--- config.mk ---
export PLATFORM = sky130hd
export DESIGN_NAME = positional_list_engine_top
export DESIGN_NICKNAME = d
export VERILOG_FILES = /design/src/sv/ple_pkg.sv /design/src/sv/ple_datapath.sv /design/src/sv/ple_ctrl.sv /design/src/sv/positional_list_engine_top.sv
export SDC_FILE = /design/constraint.sdc
export NUM_CORES = 1
export LEC_CHECK = 0
export ABC_AREA = 0
export BUFFER_PORTS_ARGS = -buffer_cell sky130_fd_sc_hd__buf_4
export CORE_ASPECT_RATIO = 0.9
export CORE_MARGIN = 1.5
export CORE_UTILIZATION = 25
export CTS_CLUSTER_DIAMETER = 200
export DETAILED_ROUTE_END_ITERATION = 8
export SLEW_MARGIN = 10
export SYNTH_ARGS = -nofsm -noshare
export SYNTH_HDL_FRONTEND = slang
export SYNTH_HIERARCHICAL = 1
export SYNTH_SLANG_ARGS = --single-unit
--- constraint.sdc ---
create_clock -name clock -period 5.9 [get_ports clock]
set_input_delay 1.18 -clock clock [delete_from_list [all_inputs] [get_ports clock]]
set_output_delay 1.18 -clock clock [all_outputs]
set_load 0.01 [all_outputs]
--- src/sv/ple_pkg.sv ---
// shared constants, codes and command/status types of the positional list engine
package ple_pkg;

   // list sizing
   localparam int CAPACITY    = 16;
   localparam int MAX_RESULTS = 16;
   localparam int RD_LIMIT    = (CAPACITY < MAX_RESULTS) ? CAPACITY : MAX_RESULTS;
   localparam int IDX_W       = (CAPACITY > 1) ? $clog2(CAPACITY) : 1;
   localparam int CNT_W       = $clog2(CAPACITY + 1);

   // field widths
   localparam int OP_W     = 3;
   localparam int VAL_W    = 32;
   localparam int POS_W    = 8;
   localparam int STATUS_W = 3;
   localparam int ENTRY_W  = 5;

   // width for position and count compares
   localparam int CMP_W = ((CNT_W > POS_W) ? CNT_W : POS_W) + 1;

   // opcodes
   localparam logic [OP_W-1:0] OP_APPEND   = 3'd0;
   localparam logic [OP_W-1:0] OP_INSERT   = 3'd1;
   localparam logic [OP_W-1:0] OP_DEL_HEAD = 3'd2;
   localparam logic [OP_W-1:0] OP_DEL_POS  = 3'd3;
   localparam logic [OP_W-1:0] OP_DEL_VAL  = 3'd4;
   localparam logic [OP_W-1:0] OP_READ_ALL = 3'd5;

   // result status codes
   localparam logic [STATUS_W-1:0] STAT_OK       = 3'd0;
   localparam logic [STATUS_W-1:0] STAT_EMPTY    = 3'd1;
   localparam logic [STATUS_W-1:0] STAT_FULL     = 3'd2;
   localparam logic [STATUS_W-1:0] STAT_BADPOS   = 3'd3;
   localparam logic [STATUS_W-1:0] STAT_NOTFOUND = 3'd4;

   // controller states
   typedef enum logic [3:0] {
      ST_IDLE,
      ST_CHECK,
      ST_INS_RD,
      ST_INS_WR,
      ST_DEL_CAP,
      ST_DEL_RD,
      ST_DEL_WR,
      ST_SRCH,
      ST_RDOUT
   } state_type;

   // walk pointer updates
   typedef enum logic [2:0] {
      PTR_HOLD,
      PTR_ZERO,
      PTR_INC,
      PTR_DEC,
      PTR_COUNT,
      PTR_DEL
   } ptr_op_type;

   // target index updates
   typedef enum logic [1:0] {
      TGT_HOLD,
      TGT_INS,
      TGT_PTR
   } tgt_op_type;

   // memory read address select
   typedef enum logic [1:0] {
      RD_ZERO,
      RD_DEL,
      RD_DEC,
      RD_INC
   } rd_sel_type;

   // memory write address/data select
   typedef enum logic [1:0] {
      WR_TAIL,
      WR_PTR,
      WR_TGT
   } wr_sel_type;

   // entry count updates
   typedef enum logic [1:0] {
      CNT_HOLD,
      CNT_INC,
      CNT_DEC
   } cnt_op_type;

   // result payload source
   typedef enum logic [2:0] {
      RS_ZERO,
      RS_APPEND,
      RS_INSERT,
      RS_DELETE,
      RS_READ
   } rsp_src_type;

   // controller to datapath commands
   typedef struct packed {
      logic                latch;
      ptr_op_type          ptr_op;
      tgt_op_type          tgt_op;
      logic                hold_ld;
      rd_sel_type          rd_sel;
      logic                wr_en;
      wr_sel_type          wr_sel;
      cnt_op_type          cnt_op;
      logic                rsp_en;
      logic [STATUS_W-1:0] rsp_status;
      rsp_src_type         rsp_src;
   } ctrl_cmd_type;

   // datapath to controller status
   typedef struct packed {
      logic [OP_W-1:0] op;
      logic            empty;
      logic            full;
      logic            ins_bad;
      logic            del_bad;
      logic            ins_more;
      logic            del_more;
      logic            match;
      logic            rd_last;
   } dp_status_type;

endpackage

--- src/sv/ple_datapath.sv ---
// datapath of the positional list engine: entry memory, pointers, count and result register
module ple_datapath (
   input  logic                             clock,
   input  logic                             reset,
   input  ple_pkg::ctrl_cmd_type            cmd,
   output ple_pkg::dp_status_type           sts,
   input  logic [ple_pkg::OP_W-1:0]         req_opcode,
   input  logic signed [ple_pkg::VAL_W-1:0] req_item_value,
   input  logic [ple_pkg::POS_W-1:0]        req_position,
   output logic                             rsp_strobe,
   output logic [ple_pkg::STATUS_W-1:0]     rsp_status,
   output logic signed [ple_pkg::VAL_W-1:0] rsp_out_value,
   output logic [ple_pkg::POS_W-1:0]        rsp_out_position,
   output logic [ple_pkg::ENTRY_W-1:0]      rsp_entry_count,
   output logic                             rsp_last
);

   localparam int IW = ple_pkg::IDX_W;
   localparam int CW = ple_pkg::CNT_W;
   localparam int MW = ple_pkg::CMP_W;
   localparam int VW = ple_pkg::VAL_W;
   localparam int PW = ple_pkg::POS_W;

   // entry memory
   logic [VW-1:0] mem_ff [ple_pkg::CAPACITY];
   logic [VW-1:0] mem_q_ff;
   logic [IW-1:0] rd_addr;
   logic [IW-1:0] wr_addr;
   logic [VW-1:0] wr_data;

   // latched item and working registers
   logic [ple_pkg::OP_W-1:0] op_ff;
   logic [VW-1:0]            val_ff;
   logic [PW-1:0]            pos_ff;
   logic [CW-1:0]            cnt_ff, cnt_in;
   logic [CW-1:0]            ptr_ff, ptr_in;
   logic [IW-1:0]            tgt_ff, tgt_in;
   logic [VW-1:0]            hold_ff;

   // result registers
   logic                         rsp_strobe_ff;
   logic [ple_pkg::STATUS_W-1:0] rsp_status_ff;
   logic [VW-1:0]                rsp_value_ff, rsp_value_in;
   logic [PW-1:0]                rsp_pos_ff, rsp_pos_in;
   logic [ple_pkg::ENTRY_W-1:0]  rsp_count_ff;
   logic                         rsp_last_ff, rsp_last_in;

   // derived compare values
   logic [MW-1:0] pos_ext, cnt_ext, ptr_inc_ext, tgt_inc_ext;
   logic [IW-1:0] pos_idx, del_idx;
   logic [CW-1:0] rd_count;

   assign pos_ext     = MW'(pos_ff);
   assign cnt_ext     = MW'(cnt_ff);
   assign ptr_inc_ext = MW'(ptr_ff) + MW'(1);
   assign tgt_inc_ext = MW'(tgt_ff) + MW'(1);
   assign pos_idx     = IW'(pos_ext - MW'(1));
   assign del_idx     = (op_ff == ple_pkg::OP_DEL_HEAD) ? '0 : pos_idx;
   assign rd_count    = (cnt_ff > CW'(ple_pkg::RD_LIMIT)) ? CW'(ple_pkg::RD_LIMIT) : cnt_ff;

   // status to the controller
   always_comb begin
      sts.op       = op_ff;
      sts.empty    = (cnt_ff == '0);
      sts.full     = (cnt_ff >= CW'(ple_pkg::CAPACITY));
      sts.ins_bad  = (pos_ff == '0) || (pos_ext > cnt_ext + MW'(1));
      sts.del_bad  = (pos_ff == '0) || (pos_ext > cnt_ext);
      sts.ins_more = (MW'(ptr_ff) > MW'(tgt_ff));
      sts.del_more = (ptr_inc_ext < cnt_ext);
      sts.match    = (mem_q_ff == val_ff);
      sts.rd_last  = (ptr_inc_ext == MW'(rd_count));
   end

   // read and write address selection
   always_comb begin
      case (cmd.rd_sel)
         ple_pkg::RD_ZERO: rd_addr = '0;
         ple_pkg::RD_DEL:  rd_addr = del_idx;
         ple_pkg::RD_DEC:  rd_addr = IW'(ptr_ff - CW'(1));
         ple_pkg::RD_INC:  rd_addr = IW'(ptr_inc_ext);
         default:          rd_addr = '0;
      endcase
      case (cmd.wr_sel)
         ple_pkg::WR_TAIL: begin
            wr_addr = IW'(cnt_ff);
            wr_data = val_ff;
         end
         ple_pkg::WR_PTR: begin
            wr_addr = IW'(ptr_ff);
            wr_data = mem_q_ff;
         end
         ple_pkg::WR_TGT: begin
            wr_addr = tgt_ff;
            wr_data = val_ff;
         end
         default: begin
            wr_addr = '0;
            wr_data = val_ff;
         end
      endcase
   end

   // memory port, registered read
   always_ff @(posedge clock) begin
      mem_q_ff <= mem_ff[rd_addr];
      if (cmd.wr_en) begin
         mem_ff[wr_addr] <= wr_data;
      end
   end

   // pointer, target and count next values
   always_comb begin
      case (cmd.ptr_op)
         ple_pkg::PTR_HOLD:  ptr_in = ptr_ff;
         ple_pkg::PTR_ZERO:  ptr_in = '0;
         ple_pkg::PTR_INC:   ptr_in = CW'(ptr_inc_ext);
         ple_pkg::PTR_DEC:   ptr_in = ptr_ff - CW'(1);
         ple_pkg::PTR_COUNT: ptr_in = cnt_ff;
         ple_pkg::PTR_DEL:   ptr_in = CW'(del_idx);
         default:            ptr_in = ptr_ff;
      endcase
      case (cmd.tgt_op)
         ple_pkg::TGT_HOLD: tgt_in = tgt_ff;
         ple_pkg::TGT_INS:  tgt_in = pos_idx;
         ple_pkg::TGT_PTR:  tgt_in = IW'(ptr_ff);
         default:           tgt_in = tgt_ff;
      endcase
      case (cmd.cnt_op)
         ple_pkg::CNT_HOLD: cnt_in = cnt_ff;
         ple_pkg::CNT_INC:  cnt_in = cnt_ff + CW'(1);
         ple_pkg::CNT_DEC:  cnt_in = cnt_ff - CW'(1);
         default:           cnt_in = cnt_ff;
      endcase
   end

   // result payload selection
   always_comb begin
      rsp_last_in = 1'b1;
      case (cmd.rsp_src)
         ple_pkg::RS_ZERO: begin
            rsp_value_in = '0;
            rsp_pos_in   = '0;
         end
         ple_pkg::RS_APPEND: begin
            rsp_value_in = val_ff;
            rsp_pos_in   = PW'(cnt_in);
         end
         ple_pkg::RS_INSERT: begin
            rsp_value_in = val_ff;
            rsp_pos_in   = pos_ff;
         end
         ple_pkg::RS_DELETE: begin
            rsp_value_in = hold_ff;
            rsp_pos_in   = PW'(tgt_inc_ext);
         end
         ple_pkg::RS_READ: begin
            rsp_value_in = mem_q_ff;
            rsp_pos_in   = PW'(ptr_inc_ext);
            rsp_last_in  = sts.rd_last;
         end
         default: begin
            rsp_value_in = '0;
            rsp_pos_in   = '0;
         end
      endcase
   end

   // control registers
   always_ff @(posedge clock) begin
      if (reset) begin
         cnt_ff        <= '0;
         rsp_strobe_ff <= 1'b0;
      end else begin
         cnt_ff        <= cnt_in;
         rsp_strobe_ff <= cmd.rsp_en;
      end
   end

   // payload and working registers
   always_ff @(posedge clock) begin
      if (cmd.latch) begin
         op_ff  <= req_opcode;
         val_ff <= req_item_value;
         pos_ff <= req_position;
      end
      ptr_ff <= ptr_in;
      tgt_ff <= tgt_in;
      if (cmd.hold_ld) begin
         hold_ff <= mem_q_ff;
      end
      if (cmd.rsp_en) begin
         rsp_status_ff <= cmd.rsp_status;
         rsp_value_ff  <= rsp_value_in;
         rsp_pos_ff    <= rsp_pos_in;
         rsp_count_ff  <= ple_pkg::ENTRY_W'(cnt_in);
         rsp_last_ff   <= rsp_last_in;
      end
   end

   assign rsp_strobe       = rsp_strobe_ff;
   assign rsp_status       = rsp_status_ff;
   assign rsp_out_value    = rsp_value_ff;
   assign rsp_out_position = rsp_pos_ff;
   assign rsp_entry_count  = rsp_count_ff;
   assign rsp_last         = rsp_last_ff;

`ifndef NO_ASSERTIONS
   a_count_bound: assert property (@(posedge clock) disable iff (reset)
      cnt_ff <= CW'(ple_pkg::CAPACITY))
      else $error("entry count above capacity");
   a_inc_not_full: assert property (@(posedge clock) disable iff (reset)
      cmd.cnt_op == ple_pkg::CNT_INC |-> !sts.full)
      else $error("count grown on a full list");
   a_dec_not_empty: assert property (@(posedge clock) disable iff (reset)
      cmd.cnt_op == ple_pkg::CNT_DEC |-> !sts.empty)
      else $error("count shrunk on an empty list");
   a_error_zero: assert property (@(posedge clock) disable iff (reset)
      (rsp_strobe_ff && rsp_status_ff != ple_pkg::STAT_OK)
      |-> (rsp_value_ff == '0 && rsp_pos_ff == '0))
      else $error("error result carries a value or position");
`endif

endmodule

--- src/sv/ple_ctrl.sv ---
// controller state machine of the positional list engine
module ple_ctrl (
   input  logic                   clock,
   input  logic                   reset,
   input  logic                   start,
   output logic                   busy,
   input  ple_pkg::dp_status_type sts,
   output ple_pkg::ctrl_cmd_type  cmd
);

   ple_pkg::state_type state_ff, state_in;

   // state register
   always_ff @(posedge clock) begin
      if (reset) begin
         state_ff <= ple_pkg::ST_IDLE;
      end else begin
         state_ff <= state_in;
      end
   end

   // next state and commands
   always_comb begin
      state_in       = state_ff;
      cmd.latch      = 1'b0;
      cmd.ptr_op     = ple_pkg::PTR_HOLD;
      cmd.tgt_op     = ple_pkg::TGT_HOLD;
      cmd.hold_ld    = 1'b0;
      cmd.rd_sel     = ple_pkg::RD_ZERO;
      cmd.wr_en      = 1'b0;
      cmd.wr_sel     = ple_pkg::WR_TAIL;
      cmd.cnt_op     = ple_pkg::CNT_HOLD;
      cmd.rsp_en     = 1'b0;
      cmd.rsp_status = ple_pkg::STAT_OK;
      cmd.rsp_src    = ple_pkg::RS_ZERO;
      case (state_ff)
         ple_pkg::ST_IDLE: begin
            if (start) begin
               cmd.latch = 1'b1;
               state_in  = ple_pkg::ST_CHECK;
            end
         end
         // decode the item and check it against the list
         ple_pkg::ST_CHECK: begin
            state_in = ple_pkg::ST_IDLE;
            case (sts.op)
               ple_pkg::OP_APPEND: begin
                  cmd.rsp_en = 1'b1;
                  if (sts.full) begin
                     cmd.rsp_status = ple_pkg::STAT_FULL;
                  end else begin
                     cmd.wr_en   = 1'b1;
                     cmd.wr_sel  = ple_pkg::WR_TAIL;
                     cmd.cnt_op  = ple_pkg::CNT_INC;
                     cmd.rsp_src = ple_pkg::RS_APPEND;
                  end
               end
               ple_pkg::OP_INSERT: begin
                  if (sts.full) begin
                     cmd.rsp_en     = 1'b1;
                     cmd.rsp_status = ple_pkg::STAT_FULL;
                  end else if (sts.ins_bad) begin
                     cmd.rsp_en     = 1'b1;
                     cmd.rsp_status = ple_pkg::STAT_BADPOS;
                  end else begin
                     cmd.tgt_op = ple_pkg::TGT_INS;
                     cmd.ptr_op = ple_pkg::PTR_COUNT;
                     state_in   = ple_pkg::ST_INS_RD;
                  end
               end
               ple_pkg::OP_DEL_HEAD, ple_pkg::OP_DEL_POS: begin
                  if (sts.empty) begin
                     cmd.rsp_en     = 1'b1;
                     cmd.rsp_status = ple_pkg::STAT_EMPTY;
                  end else if (sts.op == ple_pkg::OP_DEL_POS && sts.del_bad) begin
                     cmd.rsp_en     = 1'b1;
                     cmd.rsp_status = ple_pkg::STAT_BADPOS;
                  end else begin
                     cmd.rd_sel = ple_pkg::RD_DEL;
                     cmd.ptr_op = ple_pkg::PTR_DEL;
                     state_in   = ple_pkg::ST_DEL_CAP;
                  end
               end
               ple_pkg::OP_DEL_VAL, ple_pkg::OP_READ_ALL: begin
                  if (sts.empty) begin
                     cmd.rsp_en     = 1'b1;
                     cmd.rsp_status = ple_pkg::STAT_EMPTY;
                  end else begin
                     cmd.rd_sel = ple_pkg::RD_ZERO;
                     cmd.ptr_op = ple_pkg::PTR_ZERO;
                     state_in   = (sts.op == ple_pkg::OP_DEL_VAL) ?
                                  ple_pkg::ST_SRCH : ple_pkg::ST_RDOUT;
                  end
               end
               default: begin
                  cmd.rsp_en = 1'b1;
               end
            endcase
         end
         // insert: move entries up one slot from the tail down to the target
         ple_pkg::ST_INS_RD: begin
            if (sts.ins_more) begin
               cmd.rd_sel = ple_pkg::RD_DEC;
               state_in   = ple_pkg::ST_INS_WR;
            end else begin
               cmd.wr_en   = 1'b1;
               cmd.wr_sel  = ple_pkg::WR_TGT;
               cmd.cnt_op  = ple_pkg::CNT_INC;
               cmd.rsp_en  = 1'b1;
               cmd.rsp_src = ple_pkg::RS_INSERT;
               state_in    = ple_pkg::ST_IDLE;
            end
         end
         ple_pkg::ST_INS_WR: begin
            cmd.wr_en  = 1'b1;
            cmd.wr_sel = ple_pkg::WR_PTR;
            cmd.ptr_op = ple_pkg::PTR_DEC;
            state_in   = ple_pkg::ST_INS_RD;
         end
         // delete: keep the removed value, then close the gap
         ple_pkg::ST_DEL_CAP: begin
            cmd.hold_ld = 1'b1;
            cmd.tgt_op  = ple_pkg::TGT_PTR;
            state_in    = ple_pkg::ST_DEL_RD;
         end
         ple_pkg::ST_DEL_RD: begin
            if (sts.del_more) begin
               cmd.rd_sel = ple_pkg::RD_INC;
               state_in   = ple_pkg::ST_DEL_WR;
            end else begin
               cmd.cnt_op  = ple_pkg::CNT_DEC;
               cmd.rsp_en  = 1'b1;
               cmd.rsp_src = ple_pkg::RS_DELETE;
               state_in    = ple_pkg::ST_IDLE;
            end
         end
         ple_pkg::ST_DEL_WR: begin
            cmd.wr_en  = 1'b1;
            cmd.wr_sel = ple_pkg::WR_PTR;
            cmd.ptr_op = ple_pkg::PTR_INC;
            state_in   = ple_pkg::ST_DEL_RD;
         end
         // value search, one entry a cycle
         ple_pkg::ST_SRCH: begin
            if (sts.match) begin
               cmd.hold_ld = 1'b1;
               cmd.tgt_op  = ple_pkg::TGT_PTR;
               state_in    = ple_pkg::ST_DEL_RD;
            end else if (sts.del_more) begin
               cmd.rd_sel = ple_pkg::RD_INC;
               cmd.ptr_op = ple_pkg::PTR_INC;
            end else begin
               cmd.rsp_en     = 1'b1;
               cmd.rsp_status = ple_pkg::STAT_NOTFOUND;
               state_in       = ple_pkg::ST_IDLE;
            end
         end
         // read-out, one entry a cycle
         ple_pkg::ST_RDOUT: begin
            cmd.rsp_en  = 1'b1;
            cmd.rsp_src = ple_pkg::RS_READ;
            if (sts.rd_last) begin
               state_in = ple_pkg::ST_IDLE;
            end else begin
               cmd.rd_sel = ple_pkg::RD_INC;
               cmd.ptr_op = ple_pkg::PTR_INC;
            end
         end
         default: begin
            state_in = ple_pkg::ST_IDLE;
         end
      endcase
   end

   assign busy = (state_ff != ple_pkg::ST_IDLE);

`ifndef NO_ASSERTIONS
   a_final_to_idle: assert property (@(posedge clock) disable iff (reset)
      (cmd.rsp_en && (cmd.rsp_src != ple_pkg::RS_READ || sts.rd_last))
      |=> state_ff == ple_pkg::ST_IDLE)
      else $error("final result not followed by idle");
   a_write_has_owner: assert property (@(posedge clock) disable iff (reset)
      cmd.wr_en |-> (state_ff == ple_pkg::ST_CHECK || state_ff == ple_pkg::ST_INS_RD
                     || state_ff == ple_pkg::ST_INS_WR || state_ff == ple_pkg::ST_DEL_WR))
      else $error("memory write outside an update step");
   a_accept_in_idle: assert property (@(posedge clock) disable iff (reset)
      cmd.latch |-> (state_ff == ple_pkg::ST_IDLE && start))
      else $error("item taken while busy");
`endif

endmodule

--- src/sv/positional_list_engine_top.sv ---
// top level of the positional list engine: controller plus datapath
//
// Keeps an ordered list of up to 16 signed 32-bit entries in a memory with
// one write port and one registered read port.
// Request channel: drive req_opcode, req_item_value and req_position with
// start high; the item is taken at the edge where start is high and busy
// is low. busy stays high until the item's last result has been issued.
// Result channel: each result is shown for one cycle with rsp_strobe high;
// rsp_last marks the final result of an item. The receiver cannot stall.
// Read-out issues one result per cycle. In the shifting loops each moved
// entry is read, then written once its registered read data is back. A new
// item may be accepted at the edge that ends the last result's strobe cycle.
// Reset empties the list; stored values are not cleared and need not be.
module positional_list_engine_top (
   input  logic                             clock,
   input  logic                             reset,
   input  logic                             start,
   output logic                             busy,
   input  logic [ple_pkg::OP_W-1:0]         req_opcode,
   input  logic signed [ple_pkg::VAL_W-1:0] req_item_value,
   input  logic [ple_pkg::POS_W-1:0]        req_position,
   output logic                             rsp_strobe,
   output logic [ple_pkg::STATUS_W-1:0]     rsp_status,
   output logic signed [ple_pkg::VAL_W-1:0] rsp_out_value,
   output logic [ple_pkg::POS_W-1:0]        rsp_out_position,
   output logic [ple_pkg::ENTRY_W-1:0]      rsp_entry_count,
   output logic                             rsp_last
);

   ple_pkg::ctrl_cmd_type  cmd;
   ple_pkg::dp_status_type sts;

   // sequencer
   ple_ctrl u_ctrl (
      .clock (clock),
      .reset (reset),
      .start (start),
      .busy  (busy),
      .sts   (sts),
      .cmd   (cmd)
   );

   // storage and result formation
   ple_datapath u_datapath (
      .clock            (clock),
      .reset            (reset),
      .cmd              (cmd),
      .sts              (sts),
      .req_opcode       (req_opcode),
      .req_item_value   (req_item_value),
      .req_position     (req_position),
      .rsp_strobe       (rsp_strobe),
      .rsp_status       (rsp_status),
      .rsp_out_value    (rsp_out_value),
      .rsp_out_position (rsp_out_position),
      .rsp_entry_count  (rsp_entry_count),
      .rsp_last         (rsp_last)
   );

endmodule

## After elaboration in Yosys (flattened, before gate mapping)

Memory sizes are Yosys's and may differ from the RTL's. A register that Yosys moved wholly into a read port is not among the register bits.
Index checks and enable logic that the tools add are counted.

- Bits of input ports: 46
- Output and inout port bits: 51
- Register bits: 143
- Word-level logic and storage cells: 155
- Memory bits (writable): 512
- Memories: 1

- Eq/ne operators: 36
- Muxes and demuxes: 73
- Reduce and logical (&&, ||, !) cells: 18
- Magnitude comparators: 6
- Add/sub/neg operators: 7

Memory list:

| name | words | width | read ports | clocked after memory_dff | write ports | line | text |
|---|---|---|---|---|---|---|---|
| u_datapath.mem_ff | 16 | 32 | 1 | 1 | 1 | ple_datapath.sv:25 | `logic [VW-1:0] mem_ff [ple_pkg::CAPACITY];` |

Operator list:

| operator | count |
|---|---|
| 32-bit case mux with 3 select lines | 1 |
| 4-bit 2-to-1 mux | 14 |
| 32-bit == test | 1 |
| 32-bit 2-to-1 mux | 1 |
| 4-bit case mux with 8 select lines | 1 |
| 8-bit case mux with 4 select lines | 1 |
| 2-bit 2-to-1 mux | 15 |
| 5-bit 2-to-1 mux | 5 |
| 5-bit case mux with 5 select lines | 1 |
| 3-bit 2-to-1 mux | 8 |
| 3-bit case mux with 4 select lines | 2 |
| 4-bit case mux with 3 select lines | 2 |
| 3-bit by 2-bit == test with 1-bit output, second input constant | 6 |
| 3-bit case mux with 3 select lines | 2 |
| 4-bit by 3-bit == test with 1-bit output, second input constant | 4 |
| 4-bit case mux with 4 select lines | 1 |
| 3-bit == test, second input constant | 5 |
| 3-bit case mux with 5 select lines | 1 |
| 5-bit by 1-bit adder with 6-bit output, second input constant | 2 |
| 2-bit case mux with 3 select lines | 2 |
| 2-bit == test, second input constant | 5 |
| 2-bit case mux with 5 select lines | 1 |
| 5-bit case mux with 2 select lines | 1 |
| 2-bit OR reduction | 5 |
| 36 further kinds | 53 |

## Logic depth before layout (Yosys ltp)

- Depth in word-level cells: 9
- Gate-level depth with buffers: 22
- Gate-level depth less buffers: 20

## By module

The synthesis kept the hierarchy.

By module, submodules not included:

| module | instances | cells an instance | area an instance (sq um) | seq. area each (sq um) |
|---|---|---|---|---|
| ple_datapath | 1 | 2231 | 28363.5 | 20129.3 |
| ple_ctrl | 1 | 95 | 664.4 | 80.1 |

## Worst setup path before layout

OpenSTA, ideal clock, no wires.

- Kind: register to register
- From: register u_datapath.ptr_ff[0]
- To: memory u_datapath/mem_ff[3][0] in the netlist's numbering, enable pin
- Path slack: 1000 ps
- Period minus slack after synthesis: 4900 ps
- Library setup time: 425 ps
- Data required time: 5475 ps
- Cell stages (with the launch flop): 18
- Path buffers: 2
- Arrival: 4475 ps
- Cell sequence: edfxtp_1 > buf_1 > inv_1 > ha_1 > nor2b_1 > o21ai_0 > nand2b_1 > a21oi_1 > a41oi_1 > or2_2 > or4_1 > inv_1 > clkbuf_1 > nor2b_1 > nand2_1 > o21ai_0 > nand2_1 > nor2b_1

RTL lines:

| item | line | text |
|---|---|---|
| from (decl) | ple_datapath.sv:36 | `logic [CW-1:0] ptr_ff, ptr_in;` |
| from (signal assigned) | ple_datapath.sv:186 | `ptr_ff <= ptr_in;` |
| to (decl) | ple_datapath.sv:25 |  |

==> impl_metrics.yaml <==
timing:
  fin_ws_ns: 0.7112
  timing.fmax_mhz: 192.7
  whs_ns: 0.5071
  hold_violations: 0
  tns_ns: 0
  tightest_slew_ns: 1.017
  finalSetupViolations: 0
  finalCriticalPeriod_ns: 5.189
  maxSlewHeadroom_pct: 32.20
  min_period_over_period_pct: 87.95
  slew_viol_final: 0
  skew_ns: 0.02950
  rsz0062_at_grt: "false"
route:
  vias: 18560
  drc: 0
  dr.pass1.iters: 5
  wirelength_um: 78890
  via_per_inst: 4.679
  first_iter_violations: 1594
  wl_per_cell_um: 19.89
  antenna_left: 0
clocking:
  ctsHoldBuffers: 0
  cts_tree: "done"
  clock_latency_ns: 0.63
  root_buffer: "clkbuf_16"
  cts_sinks: 687
  ctsResizeCount: 0
  post_cts_buffers: 0
  cts_buffers: 69
  clockBufferDepth: 3
  clk_pin_slew_worst_paths_ns: 0.06
  htree_num_levels: 3
yosys:
  avgSynthCellArea_sq_um: 12.48
  synth.distinct_cells: 71
  ys_seq_elements: 687
  synth_area_leader_cell: "edfxtp_1"
  syn_area_sq_um: 29030
  yosysSeqAreaShare_pct: 69.62
  ys_warn_count: 6
  ys.flop_type: "edfxtp_1"
  synth_nets: 2404
  async_flop_share_pct: 0
  postSynthCellCount: 2326
  synth_edf_count: 645
  synth_area_leaders: "edfxtp_1, nand2_1, nand3_1"
  synth.top_cell.area_share_pct: 66.72
grt:
  grt_pass1_wl_um: 116400
  track_usage_pct: 13.07
  antenna_found_initial: 0
  grt_pass1_vias: 17810
  overflow: 0
  grt_max_degree: 76
die:
  io-pin-count: 97
  start_util_pct: 25.21
  dieArea_sq_um: 118200
  coreArea_sq_um: 115200
  die_x_um: 362.2
  dieHeight_um: 326.3
  rows: 118
power_and_ir_drop:
  powerDensity_nw_per_um2: 303.5
  p_leak_nw: 11.53
  ir_drop_uv: 173.8
finish:
  final-seq-area_sq_um: 20210
  antennaDiodeCount: 0
  drive_gt1_share_pct: 15.29
  n_fill_cell: 11540
  multi_input_area_sq_um: 8323
  syn_to_final_growth_pct: 18.12
  finalNetCount: 2489
  utilization_pct: 29.77
placement:
  hpwl_um: 44230
  pre_cts_slack_ns: 0.7872
  port_buffers: 96
  place_congestion: 0.8310
setup_path:
  critPathRequiredTime_ns: 6.45
  critPathArrivalTime_ns: 5.74
  cp-end-kind: "register"
  crit_fanout: 31
  r2r_cells: 17
  critPathKind: "reg -> reg"
  startpoint_type: "register"
job:
  drv_cap: 0
worst_hold_path:
  hold_class: "reg -> reg"
  holdPathStages: 0
run_status:
  status: "complete, no violations"
[worst max-delay path: stages, from the launching register on]
cell      delay, ns
dfxtp_1        0.61
clkinv_1       0.42
ha_1           0.39
nor2b_1        0.12
o21ai_0        0.15
nand2b_1       0.08
a211oi_1       0.52
nand3_1        0.22
or3_1          0.39
a21boi_1       0.18
nand2_1        0.37
mux2i_1        0.27
mux2i_1        0.38
a21o_1         0.26
and2_2         0.21
buf_12         0.27
nand3_1        0.12
nand4_1        0.11
[power breakdown]
| part | leakage (nW) | internal [mW] | switching [mW] |
|---|---|---|---|
| registers | 6.19 | 5.41 | 0.0610 |
| clock network | 1.15 | 2.72 | 1.88 |
| logic | 4.19 | 0.120 | 0.212 |
[layer usage]
layer / track usage (%) / up-vias / part of all wire [%] / wire length (um)
li1: - / 8654 / - / -
met1: 16.74 / 9176 / 42 / 32850
met2: 22.04 / 621 / 49 / 38510
met3: 2.500 / 105 / 6.9 / 5421
met4: 4.475 / 0 / 2.7 / 2099
met5: 0 / - / 0 / 0
[metrics by stage]
stage	instances	area, sq um	power, mW
2_1_floorplan	2326	29030	5.728
3_3_place_gp	3840	31900	5.900
3_5_place_dp	3840	31900	5.904
4_1_cts	3966	34290	10.48
5_1_grt	3966	34290	10.69
6_report	3966	34290	10.41
[cell usage after synthesis (6+ instances only)]
master,count
inv_1,32
nand3_2,10
nor3_1,7
buf_2,36
xor2_1,43
mux2_2,67
nor4_1,13
o21ai_0,52
nand4_1,41
nor2_1,37
edfxtp_1,645
clkbuf_1,84
a21oi_1,26
mux2i_1,12
nand2_1,571
xnor2_1,13
and3_1,6
nand2b_1,20
dfxtp_1,42
a22oi_1,39
nand3_1,374
nor2b_1,21
buf_1,15
ha_1,32
[flip-flops by register name, indices dropped and copies added, names as in the netlist]
register                     cells
u_datapath/rsp_status            3
u_ctrl/state_ff                  4
u_datapath/rsp_out_position      8
u_datapath/mem_q_ff             32
u_datapath/rsp_out_value        32
u_datapath/ptr_ff                5
u_datapath/rsp_strobe            1
u_datapath/rsp_last              1
u_datapath/tgt_ff                4
u_datapath/rsp_entry_count       5
u_datapath/hold_ff              32
u_datapath/cnt_ff                5
u_datapath/op_ff                 3
u_datapath/pos_ff                8
u_datapath/mem_ff              512
u_datapath/val_ff               32
[placed cells by master, fill, tap and decap left out, types with 7 or more instances in the layout]
master     instances
bufinv_16          9
nor2_1            22
a22oi_1           39
a21oi_1           26
nor3_1             7
nand3_2           10
nand3_1          374
buf_4            137
clkinv_2           7
inv_1             32
xnor2_1           13
mux2i_1           12
clkbuf_8           7
nor2_4            15
clkbuf_1          21
dfxtp_1           42
nand2_1          569
buf_12            17
mux2_2            67
nor4_1            11
xor2_1            43
clkbuf_16         71
nor2b_1           16
nand2b_1          19
nand4_1           41
o21ai_0           52
ha_1              32
edfxtp_1         645
[path summary, 6_finish.rpt]
kind,endpoint,startpoint,slack [ns]
hold reg to reg,u_datapath/hold_ff[16],u_datapath/mem_q_ff[16],0.51
setup reg to reg,u_datapath/mem_q_ff[29],u_datapath/cnt_ff[2],0.71
setup / recovery,u_datapath/mem_q_ff[29],u_datapath/cnt_ff[2],0.71
hold / removal,u_datapath/hold_ff[16],u_datapath/mem_q_ff[16],0.51
[kinds of logic after synthesis]
family,after synthesis,share of synthesized area (%)
adder cells (fa/ha/maj),32,1.379
XOR/XNOR,56,1.690
AND/OR/NAND/NOR,1130,17.95
flip-flops,687,69.62
multiplexers,79,3.013
AO/OA/AOI/OAI,169,3.823
buffers and inverters,173,2.522
[area by class of cell]
type	instances	area share [%]
Multi-Input combinational cell	1466	24.27
Timing Repair Buffer	154	3.992
Tap cell	1500	5.474
Clock inverter	27	1.263
Clock buffer	99	5.693
Sequential cell	687	58.94
Inverter	33	0.3613
(Power assumes the default switching activity.)
